--- src/sv/lpg_pkg.sv ---
// ============================================================================
// Line point generator package
// Shared widths, operation codes, axis direction codes and the result type.
// ============================================================================
package lpg_pkg;

	localparam int COORD_BITS = 10;
	localparam int ERR_BITS   = COORD_BITS + 2;
	localparam int CNT_BITS   = COORD_BITS + 1;
	localparam int COLOR_BITS = 16;

	// Operation codes carried in the op field of a command word.
	localparam logic OP_LOAD    = 1'b0;
	localparam logic OP_ADVANCE = 1'b1;

	// Axis direction codes.
	localparam logic [1:0] DIR_NONE  = 2'd0;
	localparam logic [1:0] DIR_PLUS  = 2'd1;
	localparam logic [1:0] DIR_MINUS = 2'd3;

	typedef logic [COORD_BITS-1:0] coord_t;
	typedef logic [ERR_BITS-1:0]   err_t;
	typedef logic [CNT_BITS-1:0]   cnt_t;
	typedef logic [COLOR_BITS-1:0] color_t;

	// One emitted point as it sits in the output registers.
	typedef struct packed {
		coord_t x;
		coord_t y;
		color_t color;
		logic   last;
	} point_t;

endpackage

--- src/sv/lpg_if.sv ---
// ============================================================================
// Line point generator channels
// Valid/ready channels for command words and for point words.
// ============================================================================
interface lpg_cmd_if;
	logic                valid;
	logic                ready;
	logic                op;
	lpg_pkg::coord_t     start_x;
	lpg_pkg::coord_t     start_y;
	lpg_pkg::coord_t     end_x;
	lpg_pkg::coord_t     end_y;
	lpg_pkg::color_t     pixel_color;

	modport source (
		output valid, op, start_x, start_y, end_x, end_y, pixel_color,
		input  ready
	);
	modport sink (
		input  valid, op, start_x, start_y, end_x, end_y, pixel_color,
		output ready
	);
endinterface

interface lpg_point_if;
	logic                valid;
	logic                ready;
	lpg_pkg::coord_t     point_x;
	lpg_pkg::coord_t     point_y;
	lpg_pkg::color_t     point_rgb;
	logic                last_point;

	modport source (
		output valid, point_x, point_y, point_rgb, last_point,
		input  ready
	);
	modport sink (
		input  valid, point_x, point_y, point_rgb, last_point,
		output ready
	);
endinterface

--- src/sv/line_point_generator_unit.sv ---
// ============================================================================
// Line point generator unit
// Rasterizes a straight line into pixel points by error accumulation.
// ============================================================================
// A point word from an accepted advance is registered into the result register,
// or the skid register behind a waiting one. One command word per cycle while
// the skid register is empty; the line state updates in the accepting cycle,
// so advances stream back to back. A two-deep output (result register plus skid
// register) keeps the command side open while one point word waits on the sink.
// arst_n clears the line state (no active line) and empties both output registers.
module line_point_generator_unit (
	input  logic              clk,
	input  logic              arst_n,
	lpg_cmd_if.sink           cmd,
	lpg_point_if.source       pts
);

	// Adds the delta to one axis error and steps the position when the error
	// passes the major length. Errors never exceed the major length, so the
	// sum is at most twice the largest delta and fits the error width.
	function automatic void axis_step(
		input  lpg_pkg::err_t   err,
		input  lpg_pkg::coord_t mag,
		input  logic [1:0]      dir,
		input  lpg_pkg::coord_t major,
		input  lpg_pkg::coord_t pos,
		output lpg_pkg::err_t   err_nxt,
		output lpg_pkg::coord_t pos_nxt
	);
		lpg_pkg::err_t sum;
		sum     = err + lpg_pkg::ERR_BITS'(mag);
		err_nxt = sum;
		pos_nxt = pos;
		if (sum > lpg_pkg::ERR_BITS'(major)) begin
			err_nxt = sum - lpg_pkg::ERR_BITS'(major);
			case (dir)
				lpg_pkg::DIR_PLUS:  pos_nxt = pos + lpg_pkg::COORD_BITS'(1);
				lpg_pkg::DIR_MINUS: pos_nxt = pos - lpg_pkg::COORD_BITS'(1);
				default:            pos_nxt = pos;
			endcase
		end
	endfunction

	// Line state.
	logic                active_q;
	lpg_pkg::coord_t     cur_x_q, cur_y_q;
	lpg_pkg::err_t       err_x_q, err_y_q;
	lpg_pkg::coord_t     abs_dx_q, abs_dy_q;
	logic [1:0]          dir_x_q, dir_y_q;
	lpg_pkg::coord_t     major_len_q;
	lpg_pkg::cnt_t       points_left_q;
	lpg_pkg::color_t     line_color_q;

	// Output stage: result register and skid register.
	logic                out_valid_q, skid_valid_q;
	lpg_pkg::point_t     out_q, skid_q;

	logic                accept, push, pop;
	lpg_pkg::point_t     new_point;

	// Load decode.
	logic [1:0]          ld_dir_x, ld_dir_y;
	lpg_pkg::coord_t     ld_dx, ld_dy, ld_major;

	// Advance results.
	lpg_pkg::err_t       adv_err_x, adv_err_y;
	lpg_pkg::coord_t     adv_x, adv_y;
	logic                is_last;

	// The command side stays open unless the skid register already holds a
	// word; a pending result in the main register alone does not stall it.
	assign cmd.ready = !skid_valid_q;
	assign accept    = cmd.valid && cmd.ready;
	assign pop       = out_valid_q && pts.ready;
	assign is_last   = (points_left_q <= lpg_pkg::CNT_BITS'(1));
	// Only an advance on an active line produces a point.
	assign push      = accept && (cmd.op == lpg_pkg::OP_ADVANCE) && active_q;

	always_comb begin
		// Direction and magnitude per axis from the endpoints.
		if (cmd.end_x > cmd.start_x) begin
			ld_dir_x = lpg_pkg::DIR_PLUS;
			ld_dx    = cmd.end_x - cmd.start_x;
		end else if (cmd.end_x == cmd.start_x) begin
			ld_dir_x = lpg_pkg::DIR_NONE;
			ld_dx    = '0;
		end else begin
			ld_dir_x = lpg_pkg::DIR_MINUS;
			ld_dx    = cmd.start_x - cmd.end_x;
		end
		if (cmd.end_y > cmd.start_y) begin
			ld_dir_y = lpg_pkg::DIR_PLUS;
			ld_dy    = cmd.end_y - cmd.start_y;
		end else if (cmd.end_y == cmd.start_y) begin
			ld_dir_y = lpg_pkg::DIR_NONE;
			ld_dy    = '0;
		end else begin
			ld_dir_y = lpg_pkg::DIR_MINUS;
			ld_dy    = cmd.start_y - cmd.end_y;
		end
		ld_major = (ld_dx > ld_dy) ? ld_dx : ld_dy;
	end

	always_comb begin
		axis_step(err_x_q, abs_dx_q, dir_x_q, major_len_q, cur_x_q, adv_err_x, adv_x);
		axis_step(err_y_q, abs_dy_q, dir_y_q, major_len_q, cur_y_q, adv_err_y, adv_y);
		new_point.x     = cur_x_q;
		new_point.y     = cur_y_q;
		new_point.color = line_color_q;
		new_point.last  = is_last;
	end

	// Line state update.
	always_ff @(posedge clk or negedge arst_n) begin
		if (!arst_n) begin
			active_q      <= 1'b0;
			cur_x_q       <= '0;
			cur_y_q       <= '0;
			err_x_q       <= '0;
			err_y_q       <= '0;
			abs_dx_q      <= '0;
			abs_dy_q      <= '0;
			dir_x_q       <= lpg_pkg::DIR_NONE;
			dir_y_q       <= lpg_pkg::DIR_NONE;
			major_len_q   <= '0;
			points_left_q <= '0;
			line_color_q  <= '0;
		end else if (accept && cmd.op == lpg_pkg::OP_LOAD) begin
			// A load replaces any line in progress. The start point is
			// emitted twice, so the count is the major length plus two.
			active_q      <= 1'b1;
			cur_x_q       <= cmd.start_x;
			cur_y_q       <= cmd.start_y;
			err_x_q       <= '0;
			err_y_q       <= '0;
			abs_dx_q      <= ld_dx;
			abs_dy_q      <= ld_dy;
			dir_x_q       <= ld_dir_x;
			dir_y_q       <= ld_dir_y;
			major_len_q   <= ld_major;
			points_left_q <= lpg_pkg::CNT_BITS'(ld_major) + lpg_pkg::CNT_BITS'(2);
			line_color_q  <= cmd.pixel_color;
		end else if (push) begin
			cur_x_q <= adv_x;
			cur_y_q <= adv_y;
			err_x_q <= adv_err_x;
			err_y_q <= adv_err_y;
			if (is_last) begin
				points_left_q <= '0;
				active_q      <= 1'b0;
			end else begin
				points_left_q <= points_left_q - lpg_pkg::CNT_BITS'(1);
			end
		end
	end

	// Output valid flags. While the skid register is full no push can occur.
	always_ff @(posedge clk or negedge arst_n) begin
		if (!arst_n) begin
			out_valid_q  <= 1'b0;
			skid_valid_q <= 1'b0;
		end else if (pop) begin
			if (skid_valid_q) begin
				skid_valid_q <= 1'b0;
			end else begin
				out_valid_q <= push;
			end
		end else if (push) begin
			if (out_valid_q) begin
				skid_valid_q <= 1'b1;
			end else begin
				out_valid_q <= 1'b1;
			end
		end
	end

	// Output payload registers.
	always_ff @(posedge clk) begin
		if (pop) begin
			if (skid_valid_q) begin
				out_q <= skid_q;
			end else if (push) begin
				out_q <= new_point;
			end
		end else if (push) begin
			if (out_valid_q) begin
				skid_q <= new_point;
			end else begin
				out_q <= new_point;
			end
		end
	end

	assign pts.valid       = out_valid_q;
	assign pts.point_x     = out_q.x;
	assign pts.point_y     = out_q.y;
	assign pts.point_rgb   = out_q.color;
	assign pts.last_point  = out_q.last;

	// A line is active exactly while points remain to be emitted.
	a_active_count: assert property (@(posedge clk) disable iff (!arst_n)
		active_q == (points_left_q != '0))
		else $error("active flag and remaining point count disagree");

	// The skid register only fills behind a waiting result.
	a_skid_order: assert property (@(posedge clk) disable iff (!arst_n)
		skid_valid_q |-> out_valid_q)
		else $error("skid register holds a word with the result register empty");

	// The error terms never pass the major length.
	a_err_bound: assert property (@(posedge clk) disable iff (!arst_n)
		(err_x_q <= lpg_pkg::ERR_BITS'(major_len_q)) &&
		(err_y_q <= lpg_pkg::ERR_BITS'(major_len_q)))
		else $error("axis error exceeds the major length");

	// Emitting the final point ends the line.
	a_last_ends: assert property (@(posedge clk) disable iff (!arst_n)
		(push && is_last) |=> !active_q)
		else $error("line still active after its final point");

endmodule

--- src/flat_wrapper.sv ---
// flat-port wrapper written by rule: the top's interface ports become plain ports
module line_point_generator_unit_flat 
  (clk, arst_n, cmd_valid, cmd_op, cmd_start_x, cmd_start_y, cmd_end_x, cmd_end_y, cmd_pixel_color, cmd_ready, pts_valid, pts_point_x, pts_point_y, pts_point_rgb, pts_last_point, pts_ready);
  lpg_cmd_if cmd_i ();
  lpg_point_if pts_i ();
  input  logic clk;
  input  logic arst_n;
  input wire logic [$bits(cmd_i.valid)-1:0] cmd_valid;
  input wire logic [$bits(cmd_i.op)-1:0] cmd_op;
  input wire logic [$bits(cmd_i.start_x)-1:0] cmd_start_x;
  input wire logic [$bits(cmd_i.start_y)-1:0] cmd_start_y;
  input wire logic [$bits(cmd_i.end_x)-1:0] cmd_end_x;
  input wire logic [$bits(cmd_i.end_y)-1:0] cmd_end_y;
  input wire logic [$bits(cmd_i.pixel_color)-1:0] cmd_pixel_color;
  output wire logic [$bits(cmd_i.ready)-1:0] cmd_ready;
  output wire logic [$bits(pts_i.valid)-1:0] pts_valid;
  output wire logic [$bits(pts_i.point_x)-1:0] pts_point_x;
  output wire logic [$bits(pts_i.point_y)-1:0] pts_point_y;
  output wire logic [$bits(pts_i.point_rgb)-1:0] pts_point_rgb;
  output wire logic [$bits(pts_i.last_point)-1:0] pts_last_point;
  input wire logic [$bits(pts_i.ready)-1:0] pts_ready;
  assign cmd_i.valid = cmd_valid;
  assign cmd_i.op = cmd_op;
  assign cmd_i.start_x = cmd_start_x;
  assign cmd_i.start_y = cmd_start_y;
  assign cmd_i.end_x = cmd_end_x;
  assign cmd_i.end_y = cmd_end_y;
  assign cmd_i.pixel_color = cmd_pixel_color;
  assign cmd_ready = cmd_i.ready;
  assign pts_valid = pts_i.valid;
  assign pts_point_x = pts_i.point_x;
  assign pts_point_y = pts_i.point_y;
  assign pts_point_rgb = pts_i.point_rgb;
  assign pts_last_point = pts_i.last_point;
  assign pts_i.ready = pts_ready;
  line_point_generator_unit u_core (.clk(clk), .arst_n(arst_n), .cmd(cmd_i), .pts(pts_i));
endmodule
--- config.mk ---
export PLATFORM = sky130hd
export DESIGN_NAME = line_point_generator_unit_flat
export DESIGN_NICKNAME = d
export VERILOG_FILES = /design/src/sv/lpg_pkg.sv /design/src/sv/lpg_if.sv /design/src/sv/line_point_generator_unit.sv /design/src/flat_wrapper.sv
export SDC_FILE = /design/constraint.sdc
export NUM_CORES = 1
export LEC_CHECK = 0
export BUFFER_PORTS_ARGS = -buffer_cell sky130_fd_sc_hd__buf_2
export CORE_MARGIN = 2
export CORE_UTILIZATION = 40
export CTS_BUF_LIST = sky130_fd_sc_hd__clkbuf_16
export DETAILED_ROUTE_END_ITERATION = 6
export GPL_TIMING_DRIVEN = 0
export PLACE_DENSITY = 0.62
export SETUP_SLACK_MARGIN = 0.5
export SLEW_MARGIN = 15
export SYNTH_ARGS = -nofsm -noshare
export SYNTH_HDL_FRONTEND = slang
export SYNTH_SLANG_ARGS = --single-unit
export TNS_END_PERCENT = 30
--- constraint.sdc ---
create_clock -name clk -period 4.8 [get_ports clk]
set_input_delay 0.96 -clock clk [delete_from_list [all_inputs] [get_ports clk]]
set_output_delay 0.96 -clock clk [all_outputs]
set_load 0.02 [all_outputs]
==> results of run 1 <==
[cell type report]
class / count / area [um^2] / share of cell area, %
antenna: 3 / 7.51 / 0.0492
buffer: 47 / 285 / 1.87
clock buffer: 17 / 425 / 2.79
clock inverter: 15 / 223 / 1.46
inverter: 99 / 387 / 2.54
multi-input combinational: 951 / 7510 / 49.3
sequential: 182 / 4920 / 32.3
tap: 396 / 495 / 3.25
timing repair buffer: 146 / 983 / 6.45
[power by group]
part	internal, mW	switching (mW)
Clock	0.740	0.775
Sequential	2.23	0.395
Combinational	3.16	3.89
[layer usage]
metal | up-vias | part of all wire (%) | GRT usage (%)
met4 | 0 | 1.9 | 6.50
met1 | 4897 | 45 | 28.7
met5 | - | 0 | 0
met3 | 45 | 5.4 | 3.14
li1 | 4908 | - | -
met2 | 277 | 47 | 33.1
[sequential cells by signal, summed over array words and instances, names as in the netlist, 2 cells and up]
register / flops
u_core.points_left_q: 11
u_core.cur_x_q: 10
u_core.dir_x_q: 2
u_core.pts.point_rgb: 16
u_core.major_len_q: 10
u_core.dir_y_q: 2
u_core.line_color_q: 16
u_core.cur_y_q: 10
u_core.err_x_q: 12
u_core.abs_dy_q: 10
u_core.pts.point_y: 10
u_core.err_y_q: 12
u_core.abs_dx_q: 10
u_core.skid_q: 37
u_core.pts.point_x: 10
[synth_stat cells (all sizes together) (8+ instances only)]
| library cell | n |
|---|---|
| o21ai | 94 |
| inv | 99 |
| xor2 | 19 |
| nand2b | 14 |
| a21o | 26 |
| nand3 | 23 |
| fa | 10 |
| nor2 | 69 |
| nor2b | 13 |
| clkbuf | 32 |
| a21oi | 72 |
| ha | 105 |
| dfrtp | 108 |
| o21bai | 9 |
| nor3 | 24 |
| and3 | 11 |
| nand4 | 12 |
| nand2 | 173 |
| xnor2 | 39 |
| o22ai | 11 |
| buf | 15 |
| mux2i | 51 |
| edfxtp | 74 |
| mux2 | 48 |
| or3 | 8 |
[metrics by stage]
step           setup slack (ps)  hold WS (ps)  TNS, ps  util [%]
6_report                  -9.70           434    -11.2      50.2
3_3_place_gp              -1070           454   -37890      44.2
4_1_cts                    88.4           443        0      48.6
3_5_place_dp              -1040           462   -19980      44.5
5_1_grt                   -84.6           461     -189      50.2
2_1_floorplan              -110           441     -449         -
[worst paths after layout]
kind,from,to,slack (ps)
max in group asynchronous,arst_n,u_core.points_left_q[1]$_DFFE_PN0P_,3680
min in group clk,u_core.line_color_q[10]$_DFFE_PN0P_,u_core.skid_q[11]$_DFFE_PP_,470
min reg2reg,u_core.line_color_q[10]$_DFFE_PN0P_,u_core.skid_q[11]$_DFFE_PP_,470
max,cmd_end_x[0],u_core.major_len_q[1]$_DFFE_PN0P_,-10
min,arst_n,u_core.err_y_q[6]$_DFFE_PN0P_,430
max reg2reg,u_core.err_x_q[0]$_DFFE_PN0P_,u_core.cur_x_q[1]$_DFFE_PN0P_,510
[cell families after synthesis]
kind of cell / share of synthesized area (%)
AND/OR/NAND/NOR: 14.1
multiplexers: 8.74
buffers and inverters: 4.74
XOR/XNOR: 4.14
adder cells (fa/ha/maj): 12.4
flip-flops: 40.2
AO/OA/AOI/OAI: 15.7
[repair_timing]
item | in CTS | in global routing
setup endpoints to repair | 60 | 63
resized for setup | 84 | 93
cloned | 0 | 1
pin swaps | 28 | 37
hold buffers | 0 | 0
setup buffers | 33 | 9
==> run summary, run 1 <==
The TritonCTS clock tree is yes. The tool flagged a number of max-cap violations equal to 0. The y dimension of the die came out at approximately 180 um. The worst max-slew margin expressed relative to the limit came out at 32.8%. The run finished, with violations left. The sum of net half-perimeters after detailed placement is about 25 mm. Leaving out fill and tap cells, the most frequent cell in the layout is sky130_fd_sc_hd__nand2_1. Leaving out fill and tap cells, the most frequent cells in the layout are 169 x sky130_fd_sc_hd__nand2_1, 108 x sky130_fd_sc_hd__dfrtp_1, 97 x sky130_fd_sc_hd__buf_2, 94 x sky130_fd_sc_hd__inv_1, 93 x sky130_fd_sc_hd__ha_1. In this run the tool buffered the top-level ports with 99 buffer cells. The first-pass GRT wire length is about 51 mm.

The worst reg-to-reg path cell count came out at 16. The portion of synthesized cell area occupied by the leading cell type came out at 22.0%. The final wirelength is 33.3 mm. Across the routed clock network, the largest skew measured is 19.9 ps. In this run the number of cells on the critical path is 22.

The leakage power summed over all cells is 6.79 nW. The total area inside the core boundary comes to 30300 um^2. The clock latency on the worst-skew pair is 450 ps.

The clock-pin slew reported for the worst setup and hold paths after clock tree synthesis came out at ~80 ps. The number of DRC markers in iteration 0 is approximately 610. The critical path data arrival time is 5130 ps. In this run the remaining antenna-violating nets after routing total 0. The class of the tightest hold or removal check is primary input to asynchronous set/reset pin. Counting every net in the synthesized netlist gives 1455.

The number of buffers created by CTS came out at 17. Together, buffers and inverters on the worst path number 7. For this run, the post-layout net count is 1620. The congestion estimate from routability-driven global placement came to 0.885. In the routed design, unresolved DRC markers number 0. The largest single stage delay on the critical path is between 300 and 400 ps. At the pin with the least slew margin, the transition time is 1000 ps. The most used flip-flop cell after synthesis is sky130_fd_sc_hd__dfrtp_1. The most prevalent standard cell on the critical path is sky130_fd_sc_hd__mux2_4.

Counting distinct cell types in the post-synthesis netlist gives 76. STA classifies the critical path endpoint as a flip-flop. The number of enable-type register cells in the synthesized netlist came out at between 70 and 80. The share of synthesized flip-flops with an asynchronous set or reset came out at 59.3%. By area the synthesized netlist is led by sky130_fd_sc_hd__dfrtp_1 22%, sky130_fd_sc_hd__edfxtp_1 18%, sky130_fd_sc_hd__ha_1 11%. The final total power is 11.2 mW.

The filler cells instantiated in the layout total 2784. The number of buffers on the longest clock path came out at 2. The final global-route overflow total is 0. The die boundary width came out at 179 um.

The mean instance size in the synthesized netlist is 9.59 um^2. The number of pins with negative max-slew slack in the final report is 0. The first detailed-routing pass took 6 iterations.

The worst-case setup margin in the final layout came out at -9.70 ps. The number of standard cells after synthesis is 1279. The maximum number of pins on one net before global-route repair came out at 64.

The share of the Yosys chip area taken by registers is 40.2%. The cell row count came out at 64. The checks that failed: setup timing. The synthesis-stage register bit count is 182. The via count normalized by instance count is 5.46. The via count came out at 10127. In this run, placement finished with an instance count of 1778. The power density over the cells came out at 734 nW/um^2. The area overhead of the layout relative to synthesis came out at 24.4%. Of the cells placed in the final design, the portion with a size suffix greater than 1 is 24.2%.

The largest total area in the synthesized netlist belongs to sky130_fd_sc_hd__dfrtp_1. Yosys printed 0 warnings. The classification of the worst setup path is primary input to flip-flop.

The number of antenna violations at the first check in global routing came out at 2. The initial core utilization is around 40%. The final period demand of the worst path came out at 4810 ps. The setup-violating endpoint count in the final report is 2. Setup repair after global routing could not meet its margin everywhere.

Based on the critical path, the design can be clocked at up to 208 MHz. The level count of the clock H-tree is 4. The number of global-route vias before repair was 9661. After layout, the worst path uses 100% of the clock period. In this design, the largest share of critical-path delay is due to compound AO/OA/AOI/OAI gates.

STA classifies the critical path startpoint as a primary input. Global routing used roughly a fifth of the available tracks across all layers. The hold violation total from the final report is 0. The routed wire length per instance is 18.0 um. The worst endpoint required time is 5120 ps. The final cell area excluding filler cells is 15200 um^2. Traced cell by cell, the critical path runs through buf_12 -> inv_12 -> ha_4 -> inv_4 -> fa_2 -> a211o_1 -> a21oi_4 -> o221a_4 -> buf_8 -> mux2_4 -> o31ai_4 -> a21oi_1 -> a41o_1 -> clkbuf_8 -> ha_4 -> nand4_1 -> buf_4 -> nor4_4 -> a211oi_4 -> buf_6 -> mux2_4 -> mux2_4. In this run the clock root is driven by a sky130_fd_sc_hd__clkbuf_16.

The maximum VDD drop came out at between 0.5 and 0.6 mV. The final instance count without filler cells is 1856. The die covers 32100 um^2. The slowest stage of the critical path belongs to the cell sky130_fd_sc_hd__fa_2. After detailed placement, the total cell area comes to 13500 um^2. The mapped netlist covers between 10000 and 15000 um^2. The maximum fanout along the worst path is 4. The number of clock sinks is 182. The boundary pin count came out at 100.
No activity file was read; power rests on OpenSTA's default activity.
==> run 2: changes to the inputs <==
MAX_ROUTING_LAYER = met4   (was default)
SLEW_MARGIN = default   (was 15)
==> run 2 against run 1 <==
Net effect:
- the run still ends with setup timing left
- critical endpoint is now u_core.points_left_q[0]$_DFFE_PN0P_
- utilization is 0.61 points higher
- critical path type unchanged
- hold slack better by 5.5 ps
- power is 1.7% higher
- die area stayed put
- via count is 0.26% higher
- global-route usage is 1.1 points higher
- non-clock buffer count is 18 higher
- clock power hardly changed
- sequential cell count stayed put
==> run summary, run 2 (synthesis results as in run 1) <==
The via count normalized by instance count is 5.42. The root buffer selected by CTS is sky130_fd_sc_hd__clkbuf_16. The flip-flop count of the largest register after layout came out at 37. The setup slack at placement came out at -1040 ps. The number of nets with antenna violations after routing came out at 0.

The die is 179 um tall. The run finished, with violations left. The cell with the largest stage delay on the worst path is sky130_fd_sc_hd__fa_2. The critical path data arrival time came out at about 5100 ps.

The placeable core region came out at 30300 um^2. The setup clock skew after layout is 15.8 ps. The slew at the pin closest to its max-slew limit came out at 1070 ps.

The maximum VDD drop is between 0.3 and 0.4 mV. The checks that failed: setup timing. The number of antenna violations at the first check in global routing is 0. Power spread over the standard cell area amounts to 737 nW/um^2. The classification of the worst setup path is primary input to flip-flop. The leakage power summed over all cells is 6.89 nW. Including well taps, the total number of placed cells is between 1500 and 2000. The first-pass GRT wire length is 52.8 mm. TritonCTS built the clock tree. The class of the tightest hold or removal check is primary input to asynchronous set/reset pin. The final wirelength is between 30 and 40 mm. The number of global-route vias before repair came out at 9853. The routed wire length per instance is around 18 um. For this run, the share of the core covered by cells in the final layout is 50.8%.

The overall die area is 32100 um^2. Leaving out filler cells and counting taps, the final layout contains 1872. After layout, the worst path uses 100% of the clock period. The clock net in this run drives a total of 182 sinks. Traced cell by cell, the critical path runs through buf_12 -> inv_12 -> ha_4 -> inv_4 -> fa_2 -> a211o_1 -> a21oi_2 -> o221a_2 -> buf_8 -> mux2_4 -> o31ai_4 -> a21oi_1 -> a41o_1 -> clkbuf_8 -> ha_4 -> a21o_1 -> a21oi_2 -> nand2_1 -> a31oi_2 -> a211oi_4 -> buf_6 -> buf_12 -> mux2i_2 -> a221o_1. The cell row count is 64.

The total of buffers placed on input and output ports came out at 99. The setup-violating endpoint count in the final report came out at 2. The category of the worst setup path launch point is a primary input.

The critical path contains buffers and inverters numbering 7 combined. The final global-route overflow total is 0. The number of buffers created by CTS is 17.

The die boundary width is approximately 180 um. The area overhead of the layout relative to synthesis is 25.9%. The maximum fanout along the worst path is 5. The count of fill cells added during filler insertion is 2700.

The worst setup path is captured at a flip-flop. The most common cell after layout, fill and taps aside is sky130_fd_sc_hd__nand2_1. The initial core utilization came out at between 40 and 50%.

STA puts the critical path data required time at 5120 ps. The placer's final routability congestion estimate is 0.900. For this run, the top clock speed supported by timing is 208 MHz. For this design the top-level I/O count stands at 100. The level count of the clock H-tree came out at 4. The number of pins with negative max-slew slack in the final report came out at 0. The sum of net half-perimeters after detailed placement is 24.7 mm. The number of max-cap violations is 0. Global routing used 21.8% of the available tracks.

Setup repair after global routing could not meet its margin everywhere. The highest cell delay on the worst timing path came out at 340 ps. For this run, design rule violations remaining after detail routing come to 0. The register with the most flip-flops is u_core.skid_q. The number of hold buffers added after CTS was 0. The number of buffers on the longest clock path is 2. The top cell types in the final layout, fill and taps aside, are 169 x sky130_fd_sc_hd__nand2_1, 108 x sky130_fd_sc_hd__dfrtp_1, 97 x sky130_fd_sc_hd__buf_2, 92 x sky130_fd_sc_hd__inv_1, 90 x sky130_fd_sc_hd__ha_1. The via count came out at 10153. The fraction of layout instances using a drive strength above 1 is between 20% and 30%. The later pin in the worst-skew pair is clocked with a latency of 450 ps. The maximum number of pins on one net before global-route repair came out at 64. The number of DRC markers in iteration 0 came out at 684. The final period demand of the worst path came out at slightly below 5000 ps.

The cell family contributing the most delay on the critical path is compound AO/OA/AOI/OAI gates. The first-pass iteration count of the detailed router came out at 5. After the last flow step, the layout net total stands at 1638. The clock-pin slew reported for the worst setup and hold paths after clock tree synthesis is 80 ps. The hold violation total from the final report was 0. The worst max-slew margin expressed relative to the limit came out at 28.6%. The worst-case setup margin in the final layout is -10.6 ps.
[run 2: what timing repair did]
action | 4_1_cts | 5_1_grt
pin swaps | 25 | 49
setup buffers | 53 | 7
cloned | 1 | 1
resized for setup | 94 | 102
setup endpoints to repair | 60 | 64
[run 2: worst paths after layout]
path / startpoint / to / slack (ps) / depth (start not counted)
worst max-delay path: cmd_end_x[0] / u_core.points_left_q[0]$_DFFE_PN0P_ / -10 / 24
worst min-delay path: arst_n / u_core.err_y_q[6]$_DFFE_PN0P_ / 440 / 1
worst max register to register: u_core.abs_dx_q[0]$_DFFE_PN0P_ / u_core.cur_x_q[1]$_DFFE_PN0P_ / 450 / 16
worst min register to register: u_core.line_color_q[12]$_DFFE_PN0P_ / u_core.skid_q[13]$_DFFE_PP_ / 480 / 0
max in group asynchronous: arst_n / u_core.cur_y_q[6]$_DFFE_PN0P_ / 3680 / 2
min in group clk: u_core.line_color_q[12]$_DFFE_PN0P_ / u_core.skid_q[13]$_DFFE_PP_ / 480 / 0
[run 2: through the flow]
step / hold WS, ps / cell area (um^2) / TNS, ps / power, mW
floorplan: 441 / 12400 / -449 / 7.35
global placement: 454 / 13400 / -37890 / 8.69
detailed placement: 461 / 13500 / -20060 / 8.82
CTS: 448 / 15000 / 0 / 10.7
global route: 469 / 15400 / -407 / 12.2
finish: 439 / 15400 / -20.0 / 11.4
[run 2: cell type report]
cell class / count / area [um^2] / share of cell area [%]
plain buffers: 47 / 293 / 1.90
multi-input cells: 951 / 7580 / 49.2
flip-flops and latches: 182 / 4920 / 31.9
well taps: 396 / 495 / 3.21
diodes: 1 / 2.50 / 0.0162
clock buffers: 17 / 425 / 2.76
inverters: 99 / 387 / 2.51
repair buffers: 164 / 1100 / 7.16
clock inverters: 15 / 213 / 1.38
[run 2: power breakdown]
group          internal, mW  switching (mW)
clock                 0.728           0.755
sequential             2.23           0.397
combinational          3.25            4.02
total                  6.20            5.18
[run 2: layer usage]
layer	GRT usage (%)	wire length, um	share of wire [%]
met1	29.6	15700	46
met2	33.6	16100	47
met3	3.75	1730	5.1
met4	6.00	569	1.7
met5	-	0	0
